`config.mk`:
```
export PLATFORM = sky130hd
export DESIGN_NAME = drive_mode_heading_manager_top_flat
export DESIGN_NICKNAME = d
export VERILOG_FILES = /design/src/hw/rtl/dmhm_pkg.sv /design/src/hw/rtl/dmhm_if.sv /design/src/hw/rtl/drive_mode_heading_manager_top.sv /design/src/hw/rtl/dmhm_ctrl.sv /design/src/hw/rtl/dmhm_dp.sv /design/src/flat_wrapper.sv
export SDC_FILE = /design/constraint.sdc
export NUM_CORES = 2
export LEC_CHECK = 0
export ABC_AREA = 1
export BUFFER_PORTS_ARGS = -buffer_cell sky130_fd_sc_hd__buf_2
export CAP_MARGIN = 5
export CORE_MARGIN = 1
export CORE_UTILIZATION = 55
export CTS_BUF_LIST = sky130_fd_sc_hd__clkbuf_2 sky130_fd_sc_hd__clkbuf_4 sky130_fd_sc_hd__clkbuf_8
export DETAILED_ROUTE_END_ITERATION = 16
export HOLD_SLACK_MARGIN = 0.02
export MAX_ROUTING_LAYER = met4
export PLACE_DENSITY = 0.7
export SLEW_MARGIN = 20
export SYNTH_ARGS = -nofsm -noshare
export SYNTH_HDL_FRONTEND = slang
export SYNTH_SLANG_ARGS = --single-unit
```
`constraint.sdc`:
```
create_clock -name i_clk -period 11.95 [get_ports i_clk]
set_input_delay 2.9875 -clock i_clk [delete_from_list [all_inputs] [get_ports i_clk]]
set_output_delay 2.9875 -clock i_clk [all_outputs]
set_load 0.02 [all_outputs]
```
`src/hw/rtl/dmhm_pkg.sv`:
```
// Shared types, constants and tables for the drive mode and heading manager.
package dmhm_pkg;

    typedef enum logic [2:0] {
        OP_TICK    = 3'd0,
        OP_MODE    = 3'd1,
        OP_COMMAND = 3'd2,
        OP_RESCUE  = 3'd3,
        OP_STATUS  = 3'd4,
        OP_TARGET  = 3'd5,
        OP_YAW     = 3'd6,
        OP_NONE    = 3'd7
    } t_op;

    localparam logic [2:0] MODE_STOP     = 3'd0;
    localparam logic [2:0] MODE_RUN      = 3'd1;
    localparam logic [2:0] MODE_ADJUST   = 3'd2;
    localparam logic [2:0] MODE_SAFETY   = 3'd3;
    localparam logic [2:0] MODE_RECOVERY = 3'd4;
    localparam logic [2:0] MODE_OTHER    = 3'd5;

    // Configuration register indexes.
    localparam logic [1:0] REG_GAIN      = 2'd0;
    localparam logic [1:0] REG_TURN_THR  = 2'd1;
    localparam logic [1:0] REG_ALIGN_THR = 2'd2;

    localparam logic signed [19:0] PI_Q13      = 20'sd25736;
    localparam logic signed [19:0] TWO_PI_Q13  = 20'sd51472;
    localparam logic signed [19:0] HALF_PI_Q13 = 20'sd12868;

    typedef enum logic [2:0] {
        ST_IDLE,
        ST_ITER,
        ST_ERR,
        ST_RULES,
        ST_OUT
    } t_state;

    // Controller to datapath commands.
    typedef struct packed {
        logic load;
        logic step;
        logic use_goal_yaw;
        logic err_latch;
        logic apply;
    } t_cmd;

    // Datapath to controller status.
    typedef struct packed {
        logic is_tick;
        logic need_atan;
    } t_stat;

    // CORDIC arctangent table, Q7.13 radians.
    function automatic logic signed [19:0] atan_entry(input logic [4:0] i);
        logic signed [19:0] r;
        begin
            unique case (i)
                5'd0:  r = 20'sd6434;
                5'd1:  r = 20'sd3798;
                5'd2:  r = 20'sd2007;
                5'd3:  r = 20'sd1019;
                5'd4:  r = 20'sd511;
                5'd5:  r = 20'sd256;
                5'd6:  r = 20'sd128;
                5'd7:  r = 20'sd64;
                5'd8:  r = 20'sd32;
                5'd9:  r = 20'sd16;
                5'd10: r = 20'sd8;
                5'd11: r = 20'sd4;
                5'd12: r = 20'sd2;
                5'd13: r = 20'sd1;
                default: r = 20'sd0;
            endcase
            return r;
        end
    endfunction

    function automatic logic [2:0] mode_code(input logic signed [31:0] v);
        return (v >= 0 && v <= 4) ? v[2:0] : MODE_OTHER;
    endfunction

    function automatic logic signed [15:0] sat16(input logic signed [31:0] v);
        logic signed [15:0] r;
        begin
            if (v > 32'sd32767) r = 16'sh7fff;
            else if (v < -32'sd32768) r = 16'sh8000;
            else r = v[15:0];
            return r;
        end
    endfunction

endpackage

```
`src/hw/rtl/dmhm_if.sv`:
```
// Valid/ready channel interfaces for input and result items.
interface dmhm_in_if;
    logic        valid;
    logic        ready;
    logic [2:0]  operation;
    logic signed [31:0] value_a;
    logic signed [31:0] value_b;
    logic signed [31:0] robot_x;
    logic signed [31:0] robot_y;
    logic signed [15:0] robot_yaw;
    modport source (output valid, operation, value_a, value_b, robot_x, robot_y,
                    robot_yaw, input ready);
    modport sink (input valid, operation, value_a, value_b, robot_x, robot_y,
                  robot_yaw, output ready);
endinterface

interface dmhm_out_if;
    logic        valid;
    logic        ready;
    logic signed [15:0] out_linear;
    logic signed [15:0] out_angular;
    logic [2:0]  out_mode;
    modport source (output valid, out_linear, out_angular, out_mode, input ready);
    modport sink (input valid, out_linear, out_angular, out_mode, output ready);
endinterface

```
`src/hw/rtl/drive_mode_heading_manager_top.sv`:
```
// Top level of the drive mode and heading manager.
//  channel   dir   handshake      payload
//  in        in    valid/ready    operation, value_a, value_b, robot_x/y/yaw
//  out       out   valid/ready    out_linear, out_angular, out_mode
//  cfg       in    write enable   index, 13-bit data
// A store item returns to idle from the iteration state; in run with a turn
// pending a tick takes ATAN_ITERATIONS CORDIC steps, one step a cycle.
// One item at a time; the result holds in the output stage until taken.
// Reset is synchronous and active low; it restores all stored messages.
module drive_mode_heading_manager_top #(
    parameter int unsigned ATAN_ITERATIONS = 16
) (
    input  logic        i_clk,
    input  logic        i_rst_n,
    dmhm_in_if.sink     in_ch,
    dmhm_out_if.source  out_ch,
    input  logic        i_cfg_we,
    input  logic [1:0]  i_cfg_index,
    input  logic [12:0] i_cfg_data
);
    dmhm_pkg::t_cmd  cmd;
    dmhm_pkg::t_stat stat;
    logic [4:0] iter;

    dmhm_ctrl #(.ATAN_ITERATIONS(ATAN_ITERATIONS)) u_ctrl (
        .i_clk, .i_rst_n,
        .i_in_valid(in_ch.valid), .o_in_ready(in_ch.ready),
        .o_out_valid(out_ch.valid), .i_out_ready(out_ch.ready),
        .i_stat(stat), .o_cmd(cmd), .o_iter(iter)
    );

    dmhm_dp u_dp (
        .i_clk, .i_rst_n, .i_cmd(cmd), .i_iter(iter), .o_stat(stat),
        .i_operation(in_ch.operation), .i_value_a(in_ch.value_a),
        .i_value_b(in_ch.value_b), .i_robot_x(in_ch.robot_x),
        .i_robot_y(in_ch.robot_y), .i_robot_yaw(in_ch.robot_yaw),
        .i_cfg_we, .i_cfg_index, .i_cfg_data,
        .o_out_linear(out_ch.out_linear), .o_out_angular(out_ch.out_angular),
        .o_out_mode(out_ch.out_mode)
    );
endmodule

```
`src/hw/rtl/dmhm_ctrl.sv`:
```
// Controller state machine sequencing one item through the datapath.
module dmhm_ctrl #(
    parameter int unsigned ATAN_ITERATIONS = 16
) (
    input  logic              i_clk,
    input  logic              i_rst_n,
    input  logic              i_in_valid,
    output logic              o_in_ready,
    output logic              o_out_valid,
    input  logic              i_out_ready,
    input  dmhm_pkg::t_stat   i_stat,
    output dmhm_pkg::t_cmd    o_cmd,
    output logic [4:0]        o_iter
);
    dmhm_pkg::t_state r_state, n_state;
    logic [4:0] r_iter, n_iter;

    // Hold state and iteration count.
    always_ff @(posedge i_clk) begin
        if (!i_rst_n) begin
            r_state <= dmhm_pkg::ST_IDLE;
            r_iter  <= '0;
        end else begin
            r_state <= n_state;
            r_iter  <= n_iter;
        end
    end

    assign o_iter = r_iter;

    // Sequence load, CORDIC steps, error, rules and the result handoff.
    always_comb begin
        n_state = r_state;
        n_iter = r_iter;
        o_cmd = '0;
        o_in_ready = 1'b0;
        o_out_valid = 1'b0;
        unique case (r_state)
            dmhm_pkg::ST_IDLE: begin
                o_in_ready = 1'b1;
                if (i_in_valid) begin
                    o_cmd.load = 1'b1;
                    n_iter = '0;
                    n_state = dmhm_pkg::ST_ITER;
                end
            end
            dmhm_pkg::ST_ITER: begin
                if (!i_stat.is_tick) begin
                    n_state = dmhm_pkg::ST_IDLE;
                end else if (!i_stat.need_atan) begin
                    n_state = dmhm_pkg::ST_ERR;
                end else begin
                    o_cmd.step = 1'b1;
                    n_iter = r_iter + 5'd1;
                    if (r_iter == 5'(ATAN_ITERATIONS - 1)) n_state = dmhm_pkg::ST_ERR;
                end
            end
            dmhm_pkg::ST_ERR: begin
                o_cmd.err_latch = 1'b1;
                o_cmd.use_goal_yaw = !i_stat.need_atan;
                n_state = dmhm_pkg::ST_RULES;
            end
            dmhm_pkg::ST_RULES: begin
                o_cmd.apply = 1'b1;
                n_state = dmhm_pkg::ST_OUT;
            end
            dmhm_pkg::ST_OUT: begin
                o_out_valid = 1'b1;
                if (i_out_ready) n_state = dmhm_pkg::ST_IDLE;
            end
            default: n_state = dmhm_pkg::ST_IDLE;
        endcase
    end
endmodule

```
`src/hw/rtl/dmhm_dp.sv`:
```
// Datapath: stored messages, CORDIC bearing, heading error and mode rules.
module dmhm_dp (
    input  logic                i_clk,
    input  logic                i_rst_n,
    input  dmhm_pkg::t_cmd      i_cmd,
    input  logic [4:0]          i_iter,
    output dmhm_pkg::t_stat     o_stat,
    input  logic [2:0]          i_operation,
    input  logic signed [31:0]  i_value_a,
    input  logic signed [31:0]  i_value_b,
    input  logic signed [31:0]  i_robot_x,
    input  logic signed [31:0]  i_robot_y,
    input  logic signed [15:0]  i_robot_yaw,
    input  logic                i_cfg_we,
    input  logic [1:0]          i_cfg_index,
    input  logic [12:0]         i_cfg_data,
    output logic signed [15:0]  o_out_linear,
    output logic signed [15:0]  o_out_angular,
    output logic [2:0]          o_out_mode
);
    logic [9:0]  r_gain;
    logic [12:0] r_turn_thr, r_align_thr;
    logic [2:0]  r_mode, r_rstat;
    logic        r_pending, r_recov, r_tick;
    logic signed [15:0] r_lin, r_ang, r_rlin, r_rang, r_gyaw, r_yaw;
    logic signed [31:0] r_gx, r_gy;
    logic signed [34:0] r_x, r_y, n_x, n_y;
    logic signed [19:0] r_z, n_z, r_err;
    logic r_zero;

    // Configuration registers.
    always_ff @(posedge i_clk) begin
        if (!i_rst_n) begin
            r_gain <= 10'd384;
            r_turn_thr <= 13'd1430;
            r_align_thr <= 13'd143;
        end else if (i_cfg_we) begin
            if (i_cfg_index == dmhm_pkg::REG_GAIN) r_gain <= i_cfg_data[9:0];
            if (i_cfg_index == dmhm_pkg::REG_TURN_THR) r_turn_thr <= i_cfg_data;
            if (i_cfg_index == dmhm_pkg::REG_ALIGN_THR) r_align_thr <= i_cfg_data;
        end
    end

    assign o_stat.is_tick = r_tick;
    assign o_stat.need_atan = r_pending && (r_mode == dmhm_pkg::MODE_RUN);

    // Pre-rotation of the target offset.
    logic signed [34:0] dx, dy;
    assign dx = 35'(r_gx) - 35'(i_robot_x);
    assign dy = 35'(r_gy) - 35'(i_robot_y);

    // One CORDIC step.
    logic signed [34:0] xs, ys;
    assign xs = r_x >>> i_iter;
    assign ys = r_y >>> i_iter;
    always_comb begin
        if (r_y > 0) begin
            n_x = r_x + ys; n_y = r_y - xs; n_z = r_z + dmhm_pkg::atan_entry(i_iter);
        end else begin
            n_x = r_x - ys; n_y = r_y + xs; n_z = r_z - dmhm_pkg::atan_entry(i_iter);
        end
    end

    // Heading error, wrapped once (inputs keep it within two turns).
    logic signed [19:0] raw, wr;
    assign raw = (i_cmd.use_goal_yaw ? 20'(r_gyaw) : (r_zero ? 20'sd0 : r_z)) - 20'(r_yaw);
    always_comb begin
        if (raw > dmhm_pkg::PI_Q13) wr = raw - dmhm_pkg::TWO_PI_Q13;
        else if (raw < -dmhm_pkg::PI_Q13) wr = raw + dmhm_pkg::TWO_PI_Q13;
        else wr = raw;
    end

    // Turn rate and magnitude from the latched error.
    logic signed [31:0] prod;
    logic signed [22:0] rate;
    logic [19:0] mag;
    assign prod = 32'(r_err) * $signed({22'd0, r_gain}) + 32'sd256;
    assign rate = 23'(prod >>> 9);
    assign mag = r_err[19] ? 20'(-r_err) : 20'(r_err);
    logic signed [15:0] rate16;
    assign rate16 = dmhm_pkg::sat16(32'(rate));

    // Store messages, run CORDIC, apply rules in order.
    always_ff @(posedge i_clk) begin
        logic [2:0] m;
        logic p, rc;
        logic signed [15:0] l, a;
        if (!i_rst_n) begin
            r_mode <= dmhm_pkg::MODE_STOP; r_pending <= 1'b1; r_recov <= 1'b0;
            r_lin <= '0; r_ang <= '0; r_rlin <= '0; r_rang <= '0;
            r_rstat <= dmhm_pkg::MODE_OTHER; r_gx <= '0; r_gy <= '0; r_gyaw <= '0;
            r_tick <= 1'b0;
        end else begin
            m = r_mode; p = r_pending; rc = r_recov; l = r_lin; a = r_ang;
            if (i_cmd.load) begin
                r_tick <= (dmhm_pkg::t_op'(i_operation) == dmhm_pkg::OP_TICK);
                unique case (dmhm_pkg::t_op'(i_operation))
                    dmhm_pkg::OP_TICK: begin
                        r_yaw <= i_robot_yaw;
                        r_zero <= (dx == 0) && (dy == 0);
                        if (dx < 0) begin
                            if (dy >= 0) begin
                                r_x <= dy; r_y <= -dx; r_z <= dmhm_pkg::HALF_PI_Q13;
                            end else begin
                                r_x <= -dy; r_y <= dx; r_z <= -dmhm_pkg::HALF_PI_Q13;
                            end
                        end else begin
                            r_x <= dx; r_y <= dy; r_z <= '0;
                        end
                    end
                    dmhm_pkg::OP_MODE: r_mode <= dmhm_pkg::mode_code(i_value_a);
                    dmhm_pkg::OP_COMMAND: begin
                        r_lin <= dmhm_pkg::sat16(i_value_a);
                        r_ang <= dmhm_pkg::sat16(i_value_b);
                    end
                    dmhm_pkg::OP_RESCUE: begin
                        r_rlin <= dmhm_pkg::sat16(i_value_a);
                        r_rang <= dmhm_pkg::sat16(i_value_b);
                    end
                    dmhm_pkg::OP_STATUS: r_rstat <= dmhm_pkg::mode_code(i_value_a);
                    dmhm_pkg::OP_TARGET: begin r_gx <= i_value_a; r_gy <= i_value_b; end
                    dmhm_pkg::OP_YAW: r_gyaw <= dmhm_pkg::sat16(i_value_a);
                    default: ;
                endcase
            end
            if (i_cmd.step) begin
                r_x <= n_x; r_y <= n_y; r_z <= n_z;
            end
            if (i_cmd.err_latch) r_err <= wr;
            if (i_cmd.apply) begin
                if (p && m == dmhm_pkg::MODE_RUN) begin
                    l = '0; a = rate16;
                    if (mag < 20'(r_turn_thr)) p = 1'b0;
                end
                if (m == dmhm_pkg::MODE_STOP) begin
                    l = '0; a = '0; p = 1'b1;
                end
                if (m == dmhm_pkg::MODE_ADJUST) begin
                    l = '0; a = rate16;
                    if (mag < 20'(r_align_thr)) m = dmhm_pkg::MODE_STOP;
                end
                if (r_rstat == dmhm_pkg::MODE_SAFETY) m = dmhm_pkg::MODE_SAFETY;
                if (r_rstat == dmhm_pkg::MODE_RUN && m == dmhm_pkg::MODE_SAFETY)
                    m = dmhm_pkg::MODE_RUN;
                if (r_rstat == dmhm_pkg::MODE_RECOVERY) begin
                    rc = 1'b1; m = dmhm_pkg::MODE_RECOVERY; l = r_rlin; a = r_rang;
                end
                if (rc && r_rstat != dmhm_pkg::MODE_RECOVERY) begin
                    rc = 1'b0; p = 1'b1; m = dmhm_pkg::MODE_RUN;
                end
                r_mode <= m; r_pending <= p; r_recov <= rc; r_lin <= l; r_ang <= a;
            end
        end
    end

    assign o_out_linear = r_lin;
    assign o_out_angular = r_ang;
    assign o_out_mode = r_mode;
endmodule
```
`src/flat_wrapper.sv`:
```
// flat-port wrapper written by rule: the top's interface ports become plain ports
module drive_mode_heading_manager_top_flat 
#(
    parameter int unsigned ATAN_ITERATIONS = 16
)
  (i_clk, i_rst_n, i_cfg_we, i_cfg_index, i_cfg_data, in_ch_valid, in_ch_operation, in_ch_value_a, in_ch_value_b, in_ch_robot_x, in_ch_robot_y, in_ch_robot_yaw, in_ch_ready, out_ch_valid, out_ch_out_linear, out_ch_out_angular, out_ch_out_mode, out_ch_ready);
  dmhm_in_if in_ch_i ();
  dmhm_out_if out_ch_i ();
  input  logic i_clk;
  input  logic i_rst_n;
  input  logic i_cfg_we;
  input  logic [1:0] i_cfg_index;
  input  logic [12:0] i_cfg_data;
  input wire logic [$bits(in_ch_i.valid)-1:0] in_ch_valid;
  input wire logic [$bits(in_ch_i.operation)-1:0] in_ch_operation;
  input wire logic [$bits(in_ch_i.value_a)-1:0] in_ch_value_a;
  input wire logic [$bits(in_ch_i.value_b)-1:0] in_ch_value_b;
  input wire logic [$bits(in_ch_i.robot_x)-1:0] in_ch_robot_x;
  input wire logic [$bits(in_ch_i.robot_y)-1:0] in_ch_robot_y;
  input wire logic [$bits(in_ch_i.robot_yaw)-1:0] in_ch_robot_yaw;
  output wire logic [$bits(in_ch_i.ready)-1:0] in_ch_ready;
  output wire logic [$bits(out_ch_i.valid)-1:0] out_ch_valid;
  output wire logic [$bits(out_ch_i.out_linear)-1:0] out_ch_out_linear;
  output wire logic [$bits(out_ch_i.out_angular)-1:0] out_ch_out_angular;
  output wire logic [$bits(out_ch_i.out_mode)-1:0] out_ch_out_mode;
  input wire logic [$bits(out_ch_i.ready)-1:0] out_ch_ready;
  assign in_ch_i.valid = in_ch_valid;
  assign in_ch_i.operation = in_ch_operation;
  assign in_ch_i.value_a = in_ch_value_a;
  assign in_ch_i.value_b = in_ch_value_b;
  assign in_ch_i.robot_x = in_ch_robot_x;
  assign in_ch_i.robot_y = in_ch_robot_y;
  assign in_ch_i.robot_yaw = in_ch_robot_yaw;
  assign in_ch_ready = in_ch_i.ready;
  assign out_ch_valid = out_ch_i.valid;
  assign out_ch_out_linear = out_ch_i.out_linear;
  assign out_ch_out_angular = out_ch_i.out_angular;
  assign out_ch_out_mode = out_ch_i.out_mode;
  assign out_ch_i.ready = out_ch_ready;
  drive_mode_heading_manager_top #(.ATAN_ITERATIONS(ATAN_ITERATIONS)) u_core (.i_clk(i_clk), .i_rst_n(i_rst_n), .in_ch(in_ch_i), .out_ch(out_ch_i), .i_cfg_we(i_cfg_we), .i_cfg_index(i_cfg_index), .i_cfg_data(i_cfg_data));
endmodule
```
# After elaboration in Yosys (flattened, before gate mapping)
# Memory sizes are Yosys's and may differ from the RTL's. A register that Yosys moved wholly into a read port is not among the register bits.
# Index checks and enable logic that the tools add are counted.
# op_classes
n_addsub	16
n_mul	1
n_lt_le_gt_ge	15
eq_ne	26
shift	2
n_mux	90
reduce_logical	35
# op_table
cell	n
$mux W35	12
$mux W16	20
$mux W20	15
$add A35 B35 Y35	2
$logic_not A35 Y1	2
$neg A33 Y35	2
$sshr A35 B5 Y35	2
$sub A35 B35 Y35	2
$sub A32 B32 Y33	2
$gt A32 B16 Y1 const B	2
$lt A32 B16 Y1 const B	2
$mux W3	17
$lt A20 B13 Y1	2
$gt A35 B1 Y1 const B	1
$ge A33 B1 Y1 const B	1
$lt A33 B1 Y1 const B	1
$add A31 B10 Y32 const B	1
$ge A32 B1 Y1 const B	1
$le A32 B4 Y1 const B	1
$mul A20 B11 Y31	1
$gt A23 B16 Y1 const B	1
$lt A23 B16 Y1 const B	1
$eq A3 B2 Y1 const B	7
$add A20 B17 Y20 const B	1
other kinds (32)	86
# word_totals
ff_bits	324
romBits	416
input_bits	167
out_inout_bits	37
elab_cells	210
mem_count	2
# memory_table
memory	words	word_bits	read_ports	rd_clocked_by_memory_dff	wr	line	source
(no name shown)	16	13	1	1	0	dmhm_pkg.sv:58	unique case (i)
(no name shown)	16	13	1	1	0	dmhm_pkg.sv:58	

# Depth between registers and ports, before layout
# logic_depth
word_depth	14
mapped_depth	39
depth_no_buf	37

# Hierarchy
# Synthesis repeated with hierarchy kept, for this count alone.
# hier_totals
hier_cells	7034
area_unflattened_um2	43221.5
# modules_own_cells
mod	n_inst	cells_per_inst	area_each_um2	seq_area_each_um2
dmhm_dp	1	6945	42689.7	7597.3
dmhm_ctrl	1	89	531.8	160.2

# Worst setup path after synthesis
# No wires, ideal clock.
# synth_timing
path_type	input port to flip-flop
startpoint	in i_rst_n
endpoint	reg u_core.u_dp.r_x[0], enable pin
setup_time_ns	0.663
arrival_time_ns	10.085
required_time_ns	11.287
path_slack_ns	1.202
stages	5
path_buffers	3
path_cell_list	clkbuf_1 -> inv_1 -> clkbuf_1 -> buf_1 -> o21ai_0
# synth_via
elab_chain_cells	1
# synth_rtl
item	line	source
from (decl)	flat_wrapper.sv:10	input logic i_rst_n;
$reduce_and A3 Y1 (no line)	-	
to (signal assigned)	dmhm_dp.sv:103	r_x <= dy; r_y <= -dx; r_z <= dmhm_pkg::HALF_PI_Q13;
to (signal assigned)	dmhm_dp.sv:127	r_x <= n_x; r_y <= n_y; r_z <= n_z;
to (decl)	dmhm_dp.sv:27	logic signed [34:0] r_x, r_y, n_x, n_y;
# Every way passes these cells.
# A chain may end at the register's enable or synchronous reset.

# Worst setup path in the final report
# layout_timing
startpoint	reg u_core.u_dp.r_err[19]
endpoint	reg u_core.u_dp.r_ang[1] (netlist: u_core.u_dp.o_out_angular[1])
# layout_via
elab_chain_cells	10
word_cells_on_any_way	11
# layout_rtl
item	line	source
from (decl)	dmhm_dp.sv:28	logic signed [19:0] r_z, n_z, r_err;
from (signal assigned)	dmhm_dp.sv:129	if (i_cmd.err_latch) r_err <= wr;
$mul A20 B11 Y31 *	dmhm_dp.sv:77	assign prod = 32'(r_err) * $signed({22'd0, r_gain}) + 32'sd256;
$add A31 B10 Y32 *	dmhm_dp.sv:77	
$lt A23 B16 Y1	dmhm_pkg.sv:87	else if (v < -32'sd32768) r = 16'sh8000;
$mux W16	dmhm_pkg.sv:87	
$mux W16 *	dmhm_pkg.sv:86	if (v > 32'sd32767) r = 16'sh7fff;
$mux W16	dmhm_dp.sv:131	if (p && m == dmhm_pkg::MODE_RUN) begin
$mux W16	dmhm_dp.sv:135	if (m == dmhm_pkg::MODE_STOP) begin
$mux W16 *	dmhm_dp.sv:138	if (m == dmhm_pkg::MODE_ADJUST) begin
$mux W16 *	dmhm_dp.sv:145	if (r_rstat == dmhm_pkg::MODE_RECOVERY) begin
$mux W16 *	dmhm_dp.sv:130	if (i_cmd.apply) begin
to (signal assigned)	dmhm_dp.sv:114	r_ang <= dmhm_pkg::sat16(i_value_b);
to (decl)	dmhm_dp.sv:25	logic signed [15:0] r_lin, r_ang, r_rlin, r_rang, r_gyaw, r_yaw;
# Mark *: on every way between the ends. The rest lies on a longest branch, timed or not. The select of a mux whose other input is x is not followed.

==> impl_metrics.env <==
export IMPL_via_per_inst=5.673
export IMPL_core_mm2=0.07747
export IMPL_hold_start="u_core.u_dp.r_turn_thr[0]$_SDFFE_PN0P_"
export IMPL_port_buffers=203
export IMPL_cts_made_buffers=61
export IMPL_swShare_pct=41.77
export IMPL_pwr_share_comb_pct=39.0
export IMPL_initial_core_util_pct=55.66
export IMPL_cts_sinks=337
export IMPL_post_route_period_util_pct=57.44
export IMPL_worst_path_max_delay_cell="fa_1"
export IMPL_grtUsageTotal_pct=39.28
export IMPL_worst_path_buf_inv=6
export IMPL_postCtsSetupBuffers=0
export IMPL_max_freq_mhz=145.7
export IMPL_timing_rr_start="u_core.u_dp.r_err[19]$_DFFE_PP_"
export IMPL_synth_yosys_seq_area_share_pct=18.59
export IMPL_htreeDepth=2
export IMPL_grt_first_pass_wirelength_um=235600
export IMPL_skew_ps=53.11
export IMPL_max_stage_delay_ps=720
export IMPL_clk_pin_slew_ps=60
export IMPL_die_y_um=282.0
export IMPL_drtIter0Drc=5287
export IMPL_die_x_um=282.0
export IMPL_grt_max_degree=93
export IMPL_vias=46060
export IMPL_cap_violations=0
export IMPL_die_area_mm2=0.07952
export IMPL_fin_cells=8118
export IMPL_synth_warnings=0
export IMPL_power_density_mw_per_mm2=88.54
export IMPL_fin_util_pct=59.45
export IMPL_fin_setup_tns_ps=0
export IMPL_first_pass_iters=7
export IMPL_ant_nets=0
export IMPL_arrival_ps=7450
export IMPL_period_needed_ps=6864
export IMPL_p_switching_w=0.001704
export IMPL_syn_inst=6961
export IMPL_hold_depth=2
export IMPL_slew_headroom_pct=19.62
export IMPL_fin_area_mm2=0.04606
export IMPL_clock_path_buffers=3
export IMPL_setup_slack_ps=5086
export IMPL_gp_congestion=1.076
export IMPL_rsz0062_at_grt="no"
export IMPL_p_leak_nw=24.30
export IMPL_place_area_mm2=0.04468
export IMPL_netlist_cell_type_count=70
export IMPL_startpoint_type="flip-flop"
export IMPL_cp_max_fo=22
export IMPL_rr_worst_depth=27
export IMPL_status="completed"
export IMPL_setup_viol=0
export IMPL_hpwl_um=123500
export IMPL_boundaryPins=204
export IMPL_rrSetupSlack_ps=5090
export IMPL_syn_avg_cell_area_um2=6.194
export IMPL_drc=0
export IMPL_worst_setup_path_type="flip-flop to flip-flop"
export IMPL_grt_pass1_vias=41910
export IMPL_ir_drop_mv=0.1035
export IMPL_fill_cells=7924
export IMPL_worst_slew_pin_slew_ps=1193
export IMPL_slew_viol_final=0
export IMPL_p_int_w=0.002374
export IMPL_worst_endpoint_required_ps=12540
export IMPL_cp_end_kind="flip-flop"
export IMPL_drive_above_1_share_pct=6.673
export IMPL_synthTopCellsByArea="nand2_1, inv_1, dfxtp_1"
export IMPL_avgRoutedWirePerCell_um=18.86
export IMPL_drt_wl_total_um=153100
export IMPL_fp_row_count=102
export IMPL_insertion_delay_ps=740
export IMPL_ctsHoldBuffers=0
export IMPL_r2r_end="u_core.u_dp.o_out_angular[1]$_SDFFE_PN0P_"
export IMPL_antenna_found_initial=7
export IMPL_root_buffer="clkbuf_8"
export IMPL_yosysTopAreaCell="nand2_1"
export IMPL_gr_total_overflow=0
export IMPL_hold_viol_final=0
export IMPL_syn_nets=7607
export IMPL_synth_seq_cells=337
export IMPL_cpMostUsedCell="nand2_1"
export IMPL_min_to="u_core.u_dp.r_turn_thr[0]$_SDFFE_PN0P_"
export IMPL_min_path_type="flip-flop to flip-flop"
export IMPL_dp_slack_ps=4963
export IMPL_clockPowerShare_pct=30.2
export IMPL_syn_area_mm2=0.04312
export IMPL_dp_cells=7998
export IMPL_crit_start="u_core.u_dp.r_err[19]$_DFFE_PP_"
export IMPL_final_net_count=7667
export IMPL_synthToLayoutAreaGrowth_pct=6.813
export IMPL_critPathTopFamily="adder cells"
export IMPL_cts_tree="yes"
export IMPL_cts_resized_gates=0
export IMPL_synth_top_area_share_pct=17.65
export IMPL_seq_power_share_pct=30.9
metal layers:
metal | global-route usage (%) | share of wire (%) | up-vias | wire [µm]
met2 | 57.99 | 42 | 2111 | 64920
met3 | 7.035 | 10 | 313 | 15850
met1 | 53.61 | 43 | 21210 | 66540
met4 | 13.70 | 3.8 | 0 | 5803
li1 | - | - | 22420 | -
met5 | - | 0 | - | 0
cell families after synthesis:
logic type	Yosys count	share of synthesized area, %
AOI/OAI and AO/OA	1306	16.48
xor gates and xnor gates	163	3.381
adders and majority gates	479	17.12
buffers and inverters	1410	12.70
DFF	337	18.59
muxes	21	0.4875
and+or+nand+nor	3245	31.24
synth_stat cells (all sizes together):
library cell  instances
o311ai                2
mux2i                21
inv                1164
nor4                 30
or2                  46
buf                  86
a31o                  1
a41oi                 1
nand3               358
o211ai               50
xnor2                56
edfxtp              127
clkinv                5
o22ai                 1
nand2b                1
nor2                558
a21boi               12
o21ai               616
nor3b                 2
a21oi               488
and2                 10
o221a                 1
nand3b               23
nor4b                 2
o41ai                 1
nor3                 73
a22oi                 2
a221oi                7
o21a                 15
xor2                107
ha                  294
dfxtp               210
o2111ai               3
nand4               100
o21bai               30
a21o                 18
nand2              2041
and3                  1
clkbuf              155
fa                  185
o221ai                7
a31oi                40
o31ai                11
power groups by stage:
stage / logic (W) / registers, W / clock network (W)
after floorplan: 0.00105 / 0.00127 / 0
after global placement: 0.00153 / 0.00128 / 0
after detailed placement: 0.00153 / 0.00128 / 0
after CTS: 0.00154 / 0.00126 / 0.00125
after global routing: 0.00176 / 0.00126 / 0.00129
final: 0.00159 / 0.00126 / 0.00123
final cells by class:
class	instances	area [µm²]	area share, %
Multi-Input combinational cell	5214	29680	64.45
Timing Repair Buffer	238	1281	2.782
Inverter	1169	4395	9.544
Clock buffer	91	1127	2.448
Antenna cell	5	12.51	0.02717
Clock inverter	24	231.5	0.5026
Sequential cell	337	8025	17.43
Tap cell	1040	1301	2.825
tightest hold or removal path, delay by kind of cell, from the launching register on:
family / cells / cell delay [ps]
AOI/OAI and AO/OA: 1 / 60
buffers and inverters: 1 / 60
DFF: 1 / 300
flip-flops by register name, summed over array words and instances (netlist names), 3 cells and up, named ones only:
name,flops
u_core.u_dp.r_gx,32
u_core.u_dp.o_out_mode,3
u_core.u_ctrl.r_state,3
u_core.u_dp.r_err,20
u_core.u_dp.r_rlin,16
u_core.u_dp.r_z,20
u_core.u_dp.r_y,35
u_core.u_dp.r_turn_thr,13
u_core.u_dp.r_x,35
u_core.u_dp.r_rstat,3
u_core.u_dp.r_gyaw,16
u_core.u_ctrl.o_iter,5
u_core.u_dp.o_out_angular,16
u_core.u_dp.r_rang,16
u_core.u_dp.r_gain,10
u_core.u_dp.r_yaw,16
u_core.u_dp.o_out_linear,16
u_core.u_dp.r_align_thr,13
u_core.u_dp.r_gy,32
cell usage in the layout, fill, tap and decap left out, types with 10 or more instances in the layout:
cell type / netlist / layout
edfxtp_1: 127 / 127
and2_1: 10 / 10
clkbuf_4: 0 / 20
ha_1: 294 / 294
inv_2: 15 / 16
o211ai_1: 49 / 49
nand3_1: 354 / 354
inv_1: 1147 / 1144
xnor2_1: 54 / 54
a21oi_1: 486 / 486
or2_2: 26 / 26
nor2_1: 541 / 539
nand3b_1: 22 / 22
a21boi_0: 10 / 10
xor2_1: 105 / 105
o21ai_0: 514 / 513
o21a_1: 15 / 15
o21ai_1: 88 / 88
mux2i_1: 21 / 21
clkinv_1: 5 / 12
fa_1: 185 / 185
o21bai_1: 29 / 29
buf_4: 9 / 36
o21ai_2: 14 / 14
nor2_2: 13 / 14
o31ai_1: 11 / 11
nand2_2: 11 / 13
a31oi_1: 40 / 40
nand4_1: 99 / 99
nor4_1: 30 / 28
a21o_1: 18 / 18
buf_2: 40 / 202
nor3_1: 68 / 67
dfxtp_1: 210 / 206
or2_1: 17 / 17
nand2_1: 2028 / 2026
clkbuf_8: 0 / 71
stage by stage:
stage / hold slack, ps / power, W
2_1_floorplan: 424.4 / 0.002317
3_3_place_gp: 435.8 / 0.002811
3_5_place_dp: 446.2 / 0.002816
4_1_cts: 455.5 / 0.004050
5_1_grt: 491.4 / 0.004309
6_report: 461.8 / 0.004078
worst max path at each step:
stage | slack [ps] | depth (start not counted) | end
2_1_floorplan | 1200 | 5 | u_core.u_dp.r_x[0]$_DFFE_PP_
3_3_place_gp | 5020 | 22 | u_core.u_dp.r_y[32]$_DFFE_PP_
3_5_place_dp | 4960 | 22 | u_core.u_dp.r_z[19]$_DFFE_PP_
4_1_cts | 5120 | 27 | u_core.u_dp.o_out_angular[1]$_SDFFE_PN0P_
5_1_grt | 4520 | 30 | u_core.u_dp.o_out_angular[0]$_SDFFE_PN0P_
6_report | 5090 | 27 | u_core.u_dp.o_out_angular[1]$_SDFFE_PN0P_
No activity file was read; power rests on OpenSTA's default activity.
